<file path="src/sed_pkg.sv">
`timescale 1ns / 1ps
`default_nettype none

package sed_pkg;

   // Fixed field widths of the item channels
   localparam int SITE_W  = 20;
   localparam int TYPE_W  = 7;
   localparam int ROT_W   = 18;
   localparam int POS_W   = 16;
   localparam int COUNT_W = 9;
   localparam int TOL_W   = 15;

   // Tolerance after reset, about 0.01 at 16 fraction bits
   localparam logic [TOL_W-1:0] TOL_RESET = 15'd655;

   // Rotation entry codes; anything else acts as zero
   localparam logic [1:0] ROT_PLUS  = 2'b01;
   localparam logic [1:0] ROT_MINUS = 2'b11;

   typedef logic [TYPE_W-1:0] kind_type;

endpackage

`default_nettype wire

</file>
<file path="src/sed_match.sv">
`timescale 1ns / 1ps
`default_nettype none

// Periodic compare of one stored entry against the new position
module sed_match #(
   parameter int FRAC_BITS = 16
) (
   input  wire logic [FRAC_BITS-1:0]     pos_x,
   input  wire logic [FRAC_BITS-1:0]     pos_y,
   input  wire logic [FRAC_BITS-1:0]     pos_z,
   input  wire sed_pkg::kind_type        kind,
   input  wire logic [FRAC_BITS-1:0]     ent_x,
   input  wire logic [FRAC_BITS-1:0]     ent_y,
   input  wire logic [FRAC_BITS-1:0]     ent_z,
   input  wire sed_pkg::kind_type        ent_kind,
   input  wire logic [sed_pkg::TOL_W-1:0] tol,
   output logic                          hit
);
   import sed_pkg::*;

   localparam int DW = FRAC_BITS + 1;
   localparam int CW = (DW > TOL_W) ? DW : TOL_W;
   localparam logic [DW-1:0] ONE_FX  = DW'(1) << FRAC_BITS;
   localparam logic [DW-1:0] HALF_FX = DW'(1) << (FRAC_BITS - 1);

   // Minimum-image distance on one axis, checked against the tolerance
   function automatic logic axis_close(input logic [FRAC_BITS-1:0] a,
                                       input logic [FRAC_BITS-1:0] b,
                                       input logic [TOL_W-1:0] t);
      logic [DW-1:0] d;
      logic [DW-1:0] dm;
      d  = (a >= b) ? DW'(a - b) : DW'(b - a);
      dm = (d > HALF_FX) ? (ONE_FX - d) : d;
      return CW'(dm) < CW'(t);
   endfunction

   assign hit = (kind == ent_kind) &&
                axis_close(pos_x, ent_x, tol) &&
                axis_close(pos_y, ent_y, tol) &&
                axis_close(pos_z, ent_z, tol);

endmodule

`default_nettype wire

</file>
<file path="config.mk">
export PLATFORM = sky130hd
export DESIGN_NAME = sed_match
export DESIGN_NICKNAME = d
export VERILOG_FILES = /design/src/sed_pkg.sv /design/src/sed_match.sv
export SDC_FILE = /design/constraint.sdc
export NUM_CORES = 1
export LEC_CHECK = 0
export BUFFER_PORTS_ARGS = -buffer_cell sky130_fd_sc_hd__buf_4
export CAP_MARGIN = 0
export CORE_MARGIN = 4
export CORE_UTILIZATION = 40
export DETAILED_ROUTE_END_ITERATION = 16
export GPL_ROUTABILITY_DRIVEN = 0
export PLACE_DENSITY = 0.59
export RECOVER_POWER = 100
export SETUP_SLACK_MARGIN = 0.2
export SYNTH_ARGS = -nofsm -noshare
export SYNTH_HDL_FRONTEND = slang
export SYNTH_SLANG_ARGS = --single-unit
</file>
<file path="constraint.sdc">
create_clock -name vclk -period 42.5
set_input_delay 12.75 -clock vclk [all_inputs]
set_output_delay 12.75 -clock vclk [all_outputs]
set_load 0.01 [all_outputs]
</file>
# Word-level counts from Yosys, hierarchy flattened
# Index checks and enable logic that the tools add are counted.
dict set report totals {
  register_bits 0
  output_inout_bits 1
}
dict set report classes {
  addsub 9
  n_lt_le_gt_ge 9
  n_eq_ne 1
  n_mux 6
  n_reduce_logical 3
}
# operator count
set op_table {}
lappend op_table {{17-bit 2-to-1 mux} 6}
lappend op_table {{16-bit by 16-bit subtractor with 17-bit output} 6}
lappend op_table {{17-bit by 16-bit > comparator with 1-bit output (second input constant)} 3}
lappend op_table {{17-bit by 15-bit < comparator with 1-bit output} 3}
lappend op_table {{17-bit subtractor (first input constant)} 3}
lappend op_table {{16-bit greater-or-equal comparator} 3}
lappend op_table {{7-bit equality test} 1}
lappend op_table {{1-bit logical AND} 3}

# Longest topological paths before layout
# Gate-level depths: netlist (run 1).
dict set report logic_depth {
  ltp_word 8
  depth_mapped 30
}

# Worst setup path before layout (run 1)
# No wires, ideal clock.
dict set report synth_path {
  kind {input to output}
  from {input pos_x[13]}
  to {output hit}
  arrival_ns 18.395
  path_slack_ns 11.355
  cell_stages 29
  path_buffers 3
  cell_sequence {inv_1 > ha_1 > clkbuf_1 > o21ai_1 > nor3_1 > o31a_1 > a2111oi_4 > clkbuf_1 > mux2i_1 > ha_1 > nand3_1 > nand3b_1 > o31ai_1 > and2_1 > buf_2 > nor2_1 > a21oi_1 > ha_1 > a21boi_0 > o21ai_0 > nand2b_1 > a21oi_1 > nor2b_1 > o21ai_0 > a21oi_1 > o211ai_1 > nand4_1 > or4_4 > a2111oi_2}
}
dict set report synth_via {
  elab_chain_cells 8
  elab_cells_between_ends 11
  cone_classes {add/sub: 3; order compare: 3; mux: 2; reduce/logical: 3}
}
# element line
set synth_rtl {}
lappend synth_rtl {{start: declaration} sed_match.sv:8} ;# input wire logic [FRAC_BITS-1:0] pos_x,
lappend synth_rtl {{16-bit by 16-bit subtractor with 17-bit output or 16-bit greater-or-equal comparator (tied branches)} sed_match.sv:32} ;# d = (a >= b) ? DW'(a - b) : DW'(b - a);
lappend synth_rtl {{17-bit 2-to-1 mux *} sed_match.sv:32}
lappend synth_rtl {{17-bit subtractor or 17-bit by 16-bit > comparator with 1-bit output (tied branches)} sed_match.sv:33} ;# dm = (d > HALF_FX) ? (ONE_FX - d) : d;
lappend synth_rtl {{17-bit 2-to-1 mux *} sed_match.sv:33}
lappend synth_rtl {{17-bit by 15-bit < comparator with 1-bit output *} sed_match.sv:34} ;# return CW'(dm) < CW'(t);
lappend synth_rtl {{1-bit logical AND *} sed_match.sv:37} ;# assign hit = (kind == ent_kind) &&
lappend synth_rtl {{1-bit logical AND *} sed_match.sv:38} ;# axis_close(pos_x, ent_x, tol) &&
lappend synth_rtl {{1-bit logical AND *} sed_match.sv:39} ;# axis_close(pos_y, ent_y, tol) &&
lappend synth_rtl {{end: declaration} sed_match.sv:17} ;# output logic hit
# Mark *: on every way between the ends. The rest lies on a longest branch, timed or not.

# Final worst setup path (run 1)
dict set report layout_path {
  from {input pos_x[10]}
  to {output hit}
}
# Same word-level chain as after synthesis.

==> results of run 1 <==
==> stage by stage <==
| step | setup slack, ns | hold slack (ns) | utilization, % | total power, mW |
|---|---|---|---|---|
| after CTS | 10.44 | 26.32 | 47.3 | 0.167 |
| after detailed placement | 10.46 | 26.31 | 47.3 | 0.166 |
| final | 7.67 | 26.29 | 47.2 | 0.166 |
| after floorplan | 11.36 | 25.96 | - | 0.128 |
| after global placement | 10.45 | 26.30 | 47.3 | 0.166 |
| after global routing | 6.67 | 26.38 | 47.2 | 0.189 |
==> per-layer routing <==
layer / routed length, um / track usage [%]
met5: 0 / 0
met4: 40 / 0.618
met3: 957 / 0.789
met2: 8190 / 30.4
met1: 8770 / 26.0
==> final cells by class <==
| type | instances | area share, % |
|---|---|---|
| inverters | 130 | 6.17 |
| multi-input cells | 799 | 78.3 |
| well taps | 220 | 3.48 |
| repair buffers | 127 | 12.1 |
==> where the power goes <==
group | total, mW | switching, mW | internal, mW
Combinational | 0.166 | 0.0921 | 0.0741
Sequential | 0 | 0 | 0
Clock | 0 | 0 | 0
Total | 0.166 | 0.0921 | 0.0741
==> worst max-delay path, stage by stage <==
cell	delay, ns
sky130_fd_sc_hd__buf_4	0.08
sky130_fd_sc_hd__inv_1	0.03
sky130_fd_sc_hd__ha_1	0.43
sky130_fd_sc_hd__a21oi_2	0.26
sky130_fd_sc_hd__nor3_1	0.07
sky130_fd_sc_hd__o31a_1	0.32
sky130_fd_sc_hd__a2111oi_0	3.32
sky130_fd_sc_hd__mux2i_1	0.54
sky130_fd_sc_hd__xor2_1	0.36
sky130_fd_sc_hd__nor4_1	0.40
sky130_fd_sc_hd__nand3b_1	0.24
sky130_fd_sc_hd__o31ai_1	0.32
sky130_fd_sc_hd__and2_1	0.37
sky130_fd_sc_hd__nor2_1	0.07
sky130_fd_sc_hd__a21oi_1	0.13
sky130_fd_sc_hd__ha_1	0.26
sky130_fd_sc_hd__a21boi_0	0.12
sky130_fd_sc_hd__o21ai_0	0.15
sky130_fd_sc_hd__nand2b_1	0.07
sky130_fd_sc_hd__a21oi_1	0.14
sky130_fd_sc_hd__nor2b_1	0.05
sky130_fd_sc_hd__o21ai_0	0.15
sky130_fd_sc_hd__a21oi_1	0.08
sky130_fd_sc_hd__o211ai_1	0.16
sky130_fd_sc_hd__nand4_1	0.11
sky130_fd_sc_hd__or4_4	0.54
sky130_fd_sc_hd__a2111oi_2	0.35
sky130_fd_sc_hd__buf_4	0.19
==> cells by family after synthesis <==
family | Yosys count
xor gates and xnor gates | 87
adders and majority gates | 147
AOI/OAI and AO/OA | 315
and+or+nand+nor | 226
buffers and inverters | 169
muxes | 24
==> final timing paths <==
path	startpoint	endpoint	slack, ns	cells after the start
worst max-delay path	pos_x[10]	hit	7.67	28
worst min-delay path	kind[1]	hit	26.29	10
==> layout by cell type (no fill, tap or decap), types with 11 or more instances in the layout <==
master,instances
sky130_fd_sc_hd__nand3_1,14
sky130_fd_sc_hd__mux2i_1,22
sky130_fd_sc_hd__nor2_1,65
sky130_fd_sc_hd__a211oi_1,12
sky130_fd_sc_hd__a21o_1,34
sky130_fd_sc_hd__xnor2_1,52
sky130_fd_sc_hd__nor2b_1,15
sky130_fd_sc_hd__inv_1,130
sky130_fd_sc_hd__a31oi_1,16
sky130_fd_sc_hd__ha_1,141
sky130_fd_sc_hd__nand2_1,51
sky130_fd_sc_hd__nand4_1,17
sky130_fd_sc_hd__o21a_1,16
sky130_fd_sc_hd__buf_4,127
sky130_fd_sc_hd__xor2_1,35
sky130_fd_sc_hd__o31ai_1,11
sky130_fd_sc_hd__o21ai_0,45
sky130_fd_sc_hd__a21oi_1,89
==> results.txt, run 1 <==
- For this block, the routed nets add up to between 15000 and 20000 um of wire.
- Post-route ant nets: 0
- Entering global routing, the biggest net connects 16 pins.
- Total DRC errors in the routed layout: 0
- Cell area after technology mapping: a little under 7000 um^2
- Fin crit share: about four fifths
* Total negative slack for setup checks: 0 ns
- Headroom to the max-slew limit came out at -194%.
* Drt first pass iters: 5
* Synthesized-area fraction occupied by and/or/nand/nor cells: 16.7%
* Number of diodes: 0
- STA classifies the critical path startpoint as an input port.
* Number of max-cap violations: 1
- Starting Density: 41.2%
* Layout cells sized above 1: 14.9%
* Most numerous cell types in the synthesized netlist: 141 x sky130_fd_sc_hd__ha_1, 130 x sky130_fd_sc_hd__inv_1, 89 x sky130_fd_sc_hd__a21oi_1
* Chip height: 139 um
- Core Region: 16800 um^2
* Number of global-route vias before repair: 6635
- Summing the areas of all compound-gate instances in the mapped netlist gives a little under a third of the synthesized area.
- Final slew viol count: 16
- Number of buffers inserted to repair setup after CTS: 0
- For this run, the top clock speed supported by timing is between 20 and 30 MHz.
- Global routing consumed, over all layers together, 17.7% of the routing resources.
* Clk_buf instances: 0
- In this run, post-CTS repair resized a total of 0 instances.
- Across all layers, the routed design uses approximately 7000 vias.
- First-pass GRT wire length: 30900 um
- The filler cells instantiated in the layout total 1744.
* Final min period: 34.83 ns
- Routed vias/inst: 5.48
* Post-route standard cell area excluding fillers: around 7900 um^2
* Mean post-synth cell area: about 7.1 um^2
- Hold/Removal Path Class: in2out
* Result of the run: finished with violations
- Along the worst path, the maximum fanout reaches 15.
- The die covers 19400 um^2.
- VDD sags by at most 0.00686 mV.
* Library cell occupying the most area in the post-synthesis netlist: sky130_fd_sc_hd__ha_1
* Final non-filler cell total: 1276
* Row cnt: 47
- The Yosys step of the flow raised 0 warnings.
- Cell Area, Placed: 7930 um^2
- Ranking of synthesized cells by area: sky130_fd_sc_hd__ha_1 26%, sky130_fd_sc_hd__inv_1 7.1%, sky130_fd_sc_hd__xnor2_1 6.6%
- The number of nets in the synthesized netlist is about 1200.
- Leakage dissipation: 4.03 nW
- The die is 139 um wide.
- The wire-length estimate of the detail-placed layout is 15800 um.
- Number of placed cells counting well taps: 1276
* Most used standard cell by instance count after synthesis: sky130_fd_sc_hd__ha_1
* Count of endpoints failing hold in the final timing report: 0
- For this design, the CTS-stage hold fixing added 0 buffers.
- After Yosys synthesis, full adders, half adders and majority gates account for 27.3% of the synthesized area.
- Data required time of the critical path: 29.75 ns
- After global routing the overflow that remains totals 0.
- Number of setup violations in the final report: 0
* Area occupied by registers: 0 um^2
* Worst slew pin tran: 4.30 ns
* Xor/xnor share of the synthesized area: between 10% and 20%
* Largest family of logic cells by synthesized area: compound AO/OA/AOI/OAI gates
* Sequential cells: 0
- Area growth, synth to finish: 14.4%
- Yosys mapped the design onto 80 distinct sky130hd cell types.
* Fraction of synthesized cell area taken by the top area cell type: about a quarter
- Of the post-synthesis cell area, the part taken by muxes is 3.51%.
- Final-stage net count: 1330
- In this run the power density over the cells is 21.0 nW/um^2.
- Violations in the final reports: capacitance limit, slew limit
* Detailed Route Iter0 Violations: between 400 and 500
- Port Buffer Count: 126
* Multi-input combinational cell area: slightly above 6000 um^2
- The critical path is of the in2out type.
- Sequential element share of the synthesized area: 0%
- RSZ-0062 raised after global routing: false
* Number of antenna violations at the first check in global routing: 0
- STA classifies the critical path endpoint as a primary output.
- Arrival time worst endpoint: 22.08 ns
* Routed length per instance: 14.1 um
* Number of ports placed on the die boundary: roughly 130
* Cell count after synthesis: slightly below 1000
Power figures use the tool's default switching activity.
==> run 2, diff against run 1 <==
Clock period 42.5 ns to 36.6 ns, I/O delays scaled along.
==> run 2 against run 1 <==
Effect of this change: the flow still finishes with violations (capacitance limit, slew limit); cell area is the same; worst hold slack lost 3.5 ns; flip-flop and latch count is the same; sequential share of layout area is the same; power grew 16%; wire length grew 0.16%; final cell count is the same; first-iteration DRC count shrank 16%; core utilization is the same; count of clock-buffer cells in the layout is the same; critical path depth is the same; global-route usage shrank 0.20 points; critical endpoint unchanged; largest power group unchanged.
==> results.txt, run 2 (same netlist as run 1, synthesis figures left out) <==
- Most common cell after layout, fill and taps aside: sky130_fd_sc_hd__ha_1
* Final non-filler cell total: 1276 (unchanged)
- Area growth, synth to finish: 14.4% (unchanged)
- The first-pass iteration count of the detailed router is 5 (unchanged).
- Leakage dissipation: 4.03 nW (unchanged)
- The share of cells above drive strength 1 was 14.9% (unchanged).
- The max capacitance violation total is 1 (unchanged).
* Routed vias/inst: 5.51 (+0.57%)
* Detailed Route Iter0 Violations: 408 (-16%)
- The global-route usage over all layers came to 17.5% (-0.20 points).
- The die outline width was 139 um (unchanged).
- The most numerous cell type found on the critical path is sky130_fd_sc_hd__a21oi_1.
- Most used cells in the layout excluding fill and tap cells: 141 x sky130_fd_sc_hd__ha_1, 130 x sky130_fd_sc_hd__inv_1, 127 x sky130_fd_sc_hd__buf_4
- The number of antenna violations at the first check in global routing was 0 (unchanged).
- Critical path class: in2out
- Resize count post-CTS: 0 (unchanged)
- The data required time of the worst path came to 25.62 ns (-4.13 ns).
* Number of buffers inserted to repair setup after CTS: 0 (unchanged)
- The total detailed-routing wirelength came to 18000 um (+0.16%).
- Power Density: 24.4 nW/um^2 (+16%)
- Worst slew pin tran: 4.38 ns (+0.0807 ns)
- The final setup violation count is 0 (unchanged).
- The total net switching power came to 107 uW (+16%).
- Fin crit share: between 80% and 90%
- The delay contributed by the slowest stage of the critical path was 3.37 ns (+0.05 ns).
- CP startpoint kind: input port
- The relative slew slack was -200% (-5.5 points).
- The total cell area at the placement stage is 7930 um^2 (unchanged).
- Row cnt: 47 (unchanged)
* Share of total power in combinational logic: 100.0% (about the same)
* Total negative slack for setup checks: 0 ns (unchanged)
- Worst Hold Slack: 22.77 ns (-3.52 ns)
* Number of placed cells counting well taps: 1276 (unchanged)
- The post-detailed-route wirelength per cell is 14.1 um (+0.16%).
* Number of diodes: 0 (unchanged)
- Multi-input combinational cell area: 6190 um^2 (unchanged)
- The via count of the first global-routing pass came to 6581 (-0.81%).
- The number of top-level pins came to 126 (unchanged).
- Arrival time worst endpoint: 20.37 ns (-1.71 ns)
- Number of buffers inserted for hold repair after clock tree synthesis: 0 (unchanged)
- The DRC violations left is 0 (unchanged).
- Clk_buf instances: 0 (unchanged)
* Starting Density: 41.2% (unchanged)
* Post-route ant nets: 0 (unchanged)
* Violations in the final reports: capacitance limit, slew limit
- Setup repair after global routing left no endpoint under its margin.
* Hold/Removal Path Class: in2out
- Most used routing layer in global routing: met2
* Chip height: 139 um (unchanged)
- The count of vias placed by the detailed router came to 7027 (+0.57%).
- The number of slew-limit violations in the final report was 16 (unchanged).
- The total congestion overflow after global routing came to 0 (unchanged).
* Area occupied by registers: 0 um^2 (unchanged)
- Critical-path cell with the highest stage delay: sky130_fd_sc_hd__a2111oi_0
- The die area came to 19400 um^2 (unchanged).
- Total internal power: 86.0 uW (+16%)
- The cell family contributing the most delay on the critical path is compound AO/OA/AOI/OAI gates.
- Worst IR Drop VDD: 0.00725 mV (+5.6%)
- Final min period: 31.35 ns
- The clock network fraction of total power came to 0% (unchanged).
- The core area was 16800 um^2 (unchanged).
* Global Route met1 Usage: 25.5% (-0.50 points)
- The count of final hold-check violations was 0 (unchanged).
- The largest driver fanout on the critical path is 15 (unchanged).
- Sequential cells: 0 (unchanged)
- First-pass GRT wire length: 30500 um (-1.2%)
- Port Buffer Count: 126 (unchanged)
* Fill count: 1787 (+2.5%)
- Result of the run: finished with violations
- CP bufs+invs: 3 (unchanged)
* Worst Setup End Kind: primary output
* Pin count of the biggest net entering global routing: 16 (unchanged)
- The fraction of met3 tracks used by global routing is 1.13% (+0.34 points).
- DP Wirelength: 15700 um (-0.37%)
- Final-stage net count: 1330 (unchanged)
* Global-route track usage on met2: 30.1% (-0.36 points)
- Proportion of total power due to net switching: 55.4% (about the same)
* Sequential Power Share: 0% (unchanged)
- The design area was 7910 um^2 (unchanged).
- Achievable Freq: about 32 MHz
run 2: cell counts in the layout (fill, tap and decap cells not counted):
Identical to the previous run, type by type.
run 2: through the flow:
step                      setup slack [ns]  utilization, %  power (mW)
after floorplan                       9.00               -       0.148
after global placement                8.09            47.3       0.192
after detailed placement              8.13            47.3       0.193
after CTS                             8.11            47.3       0.194
after global routing                  4.16            47.2       0.220
final                                 5.25            47.2       0.193
run 2: power groups by stage:
stage	sequential (mW)	clock [mW]	combinational [mW]
3_3_place_gp	0	0	0.192
3_5_place_dp	0	0	0.193
6_report	0	0	0.193
2_1_floorplan	0	0	0.148
5_1_grt	0	0	0.220
4_1_cts	0	0	0.194
run 2: worst paths after layout:
kind	start	slack, ns	endpoint	cells after the start
worst max-delay path	pos_x[10]	5.25	hit	28
worst min-delay path	kind[1]	22.77	hit	10
run 2: tightest hold or removal path, delay by kind of cell:
kind | cells | cell delay, ns
xor+xnor | 1 | 0.05
buf+inv | 2 | 0.23
compound gates | 3 | 0.18
simple gates | 4 | 0.36
run 2: area by class of cell:
cell class	count	share of cell area, %
inverter	130	6.17
multi-input combinational	799	78.3
tap	220	3.48
timing repair buffer	127	12.1
run 2: metal layers:
layer  wire length, um  vias to the layer above
li1                  -                     3640
met1              8740                     3190
met2              8170                      191
met3              1010                        6
met4                59                        0
met5                 0                        -
==> run 3, diff against run 2 <==
Settings changed: ABC_AREA set to 1, PLACE_DENSITY 0.59 to 0.57.
==> run 3 against run 2 <==
Effect of this change: the flow now finishes without violations; flip-flop and latch count unchanged; power is 21% higher; die area rose by 30%; final cell count rose by 68%; critical path depth increased by 7; synthesized cell count up 81%; core utilization down 1.6 points; combinational power increased by 21%.
==> results.txt, run 3 <==
- The time the final worst path needs with I/O delays and setup came to 27.30 ns (-4.06 ns).
- Number of global-route vias before repair: 9693 (+47%)
- The total net switching power was 147 uW (+37%).
* Power Density: 22.7 nW/um^2 (-7.1%)
- Relative to the synthesized area, the layout overhead comes to 12.5%.
- The floorplan row count came to 55 (+17%).
- CP bufs+invs: 8 (+5)
- WL met1: 13400 um (+53%)
- Worst IR Drop VDD: 0.0159 mV (+120%)
* First-pass GRT wire length: 44300 um (+45%)
- Post-route ant nets: 0 (unchanged)
- Share of total power in the clock network: 0% (unchanged)
- STA classifies the critical path endpoint as a primary output.
- The final core utilization was 45.6% (-1.6 points).
- The number of flip-flops and latches was 0 (unchanged).
* Worst slew pin tran: 0.721 ns (-3.66 ns)
- Final slew viol count: 0 (-16)
- Detailed Route Iter0 Violations: 619 (+52%)
- The initial core utilization came to 40.5% (-0.70 points).
* Number of synthesis warnings: 0 (unchanged)
* Most used cells in the layout excluding fill and tap cells: 633 x sky130_fd_sc_hd__nand2_1, 369 x sky130_fd_sc_hd__inv_1, 141 x sky130_fd_sc_hd__ha_1
* WL met3: 1030 um (+1.6%)
- Headroom to the max-slew limit: 51.8% (+250 points)
* Cell area after technology mapping: 9150 um^2 (+32%)
- Total negative slack for setup checks: 0 ns (unchanged)
- The worst setup slack after placement was 9.47 ns (+1.34 ns).
- Total internal power: 86.3 uW (+0.37%)
- Final wirelength: 26600 um (+48%)
* Drt first pass iters: 6 (+1)
- Number of antenna violations at the first check in global routing: 0 (unchanged)
- The total congestion overflow after global routing was 0 (unchanged).
- Among all cell types in the netlist, the one instantiated most often is sky130_fd_sc_hd__nand2_1.
- Final non-filler cell total: 2144 (+68%)
- The die outline width is 159 um (+14%).
* Routed length per instance: 12.4 um (-12%)
- The synthesized net count is 2025 (+63%).
* Pin count of the biggest net entering global routing: 25 (+9)
- The count of vias placed by the detailed router was 10400 (+48%).
- The die span in y was 159 um (+14%).
- The total instance count after detailed placement was 2144 (+68%).
- RSZ-0062 raised after global routing: false
- CP startpoint kind: input port
- Hold/Removal Path Class: in2out
- Final worst-path setup slack: 9.30 ns (+4.06 ns)
- Library cell occupying the most area in the post-synthesis netlist: sky130_fd_sc_hd__nand2_1
* Worst Hold Launch: kind[2]
- Routed vias/inst: 4.86 (-12%)
* Core Region: 22600 um^2 (+35%)
- The total of clock buffers placed in the layout came to 0 (unchanged).
- Leakage dissipation: 6.50 nW (+61%)
- Critical path class: in2out
* Final-stage net count: 2133 (+60%)
* Number of setup violations in the final report: 0 (unchanged)
- Leaving out fill and tap cells, the most frequent cell in the layout is sky130_fd_sc_hd__nand2_1.
- The max capacitance violation total was 0 (-1).
* Cell variety after synth: 45 (-44%)
- Fin crit share: 74.6% (-11 points)
* Most numerous cell types in the synthesized netlist: 632 x sky130_fd_sc_hd__nand2_1, 369 x sky130_fd_sc_hd__inv_1, 141 x sky130_fd_sc_hd__ha_1
* Stage delay of the slowest cell on the critical path: 0.42 ns (-2.95 ns)
- Share of total power in combinational logic: 100.0% (about the same)
- Ranked by total cell area, the synthesized netlist is headed by sky130_fd_sc_hd__nand2_1 26%, sky130_fd_sc_hd__ha_1 19%, sky130_fd_sc_hd__inv_1 15%.
- The cell count after synthesis is 1753 (+81%).
- Number of buffers inserted for hold repair after clock tree synthesis: 0 (unchanged)
- The highest layer touched by signal routing is met4.
* Number of diodes: 0 (unchanged)
- The number of stages on the worst hold path came to 9 (-1).
- Port Buffer Count: 126 (unchanged)
- Result of the run: finished, final reports clean
- Sequential element share of the synthesized area: 0% (unchanged)
- Max FO, Critical Path: 24 (+9)
* Number of buffers inserted to repair setup after CTS: 0 (unchanged)
* Fill count: 2602 (+46%)
* Resize count post-CTS: 0 (unchanged)
- Cell repeated most along the worst path: sky130_fd_sc_hd__inv_1
* Layout cells sized above 1: 11.3% (-3.6 points)
- The relative contribution of sequential cells to total power came to 0% (unchanged).
- Fraction of synthesized cell area taken by the top area cell type: 25.9% (+0.40 points)
- Data required time of the critical path: 25.62 ns (about the same)
- The slowest stage of the critical path belongs to the cell sky130_fd_sc_hd__ha_1.
- DP Wirelength: 23700 um (+50%)
- The average size of a mapped cell was 5.22 um^2 (-27%).
- The count of final hold-check violations was 0 (unchanged).
- Area occupied by registers: 0 um^2 (unchanged)
- Overall power after layout: 233 uW (+21%)
- The fraction of power spent switching nets was 63.0% (+7.6 points).
- Achievable Freq: 36.6 MHz (+15%)
* Sum of met2 wire segment lengths after detailed routing: 11900 um (+45%)
* Arrival time worst endpoint: 16.32 ns (-4.05 ns)
- Die ar.: 25400 um^2 (+30%)
- Critical path's top delay family: simple AND/OR/NAND/NOR gates
- Total DRC errors in the routed layout: 0 (unchanged)
* Total GRT Usage: 19.9% (+2.3 points)
- Endpoint of the worst hold-timing path: hit
* Number of ports placed on the die boundary: 126 (unchanged)
run 3: logic make-up (layout without fill, tap and decap cells):
logic type               after synthesis  count (layout)  synth area share, %
AND/OR/NAND/NOR                      970             970                 45.7
buffers and inverters                406             512                 17.6
AO/OA/AOI/OAI                        167             167                 10.0
adder cells (fa/ha/maj)              147             147                 20.6
XOR/XNOR                              63              63                 6.03
run 3: layout make-up:
class	instances	area (um^2)	area share, %
inverter	386	1450	14.1
tap	285	357	3.46
multi-input combinational	1347	7540	73.2
timing repair buffer	126	946	9.19
run 3: metrics by stage:
stage	area (um^2)	hold slack [ns]
finish	10300	22.67
global placement	10300	22.70
floorplan	9150	22.32
detailed placement	10300	22.70
CTS	10300	22.70
global route	10300	22.73
run 3: worst min-delay path, cell delays in order:
cell and delay (ns):
sky130_fd_sc_hd__buf_4 0.08, sky130_fd_sc_hd__xnor2_1 0.05, sky130_fd_sc_hd__nand3_1 0.12, sky130_fd_sc_hd__nor2_1 0.06, sky130_fd_sc_hd__nand3_1 0.09, sky130_fd_sc_hd__a21oi_1 0.04
sky130_fd_sc_hd__nand3_1 0.07, sky130_fd_sc_hd__nor2_1 0.04, sky130_fd_sc_hd__buf_4 0.14
run 3: worst max-delay path by stage:
stage / startpoint / end / slack (ns) / cells after the start
after floorplan: pos_z[2] / hit / 10.80 / 39
after global placement: pos_z[8] / hit / 9.51 / 35
after detailed placement: pos_z[8] / hit / 9.47 / 35
after CTS: pos_z[8] / hit / 9.46 / 35
after global routing: pos_z[12] / hit / 8.73 / 35
final: pos_z[8] / hit / 9.30 / 35
run 3: routing by layer:
layer / up-vias / track usage [%]
li1: 5607 / -
met1: 4571 / 28.3
met2: 210 / 34.3
met3: 23 / 0.802
met4: 0 / 2.41
met5: - / 0
run 3: power groups by stage:
stage | sequential (mW) | clock [mW] | combinational, mW
after global routing | 0 | 0 | 0.268
after global placement | 0 | 0 | 0.231
after CTS | 0 | 0 | 0.233
final | 0 | 0 | 0.233
after detailed placement | 0 | 0 | 0.232
after floorplan | 0 | 0 | 0.179
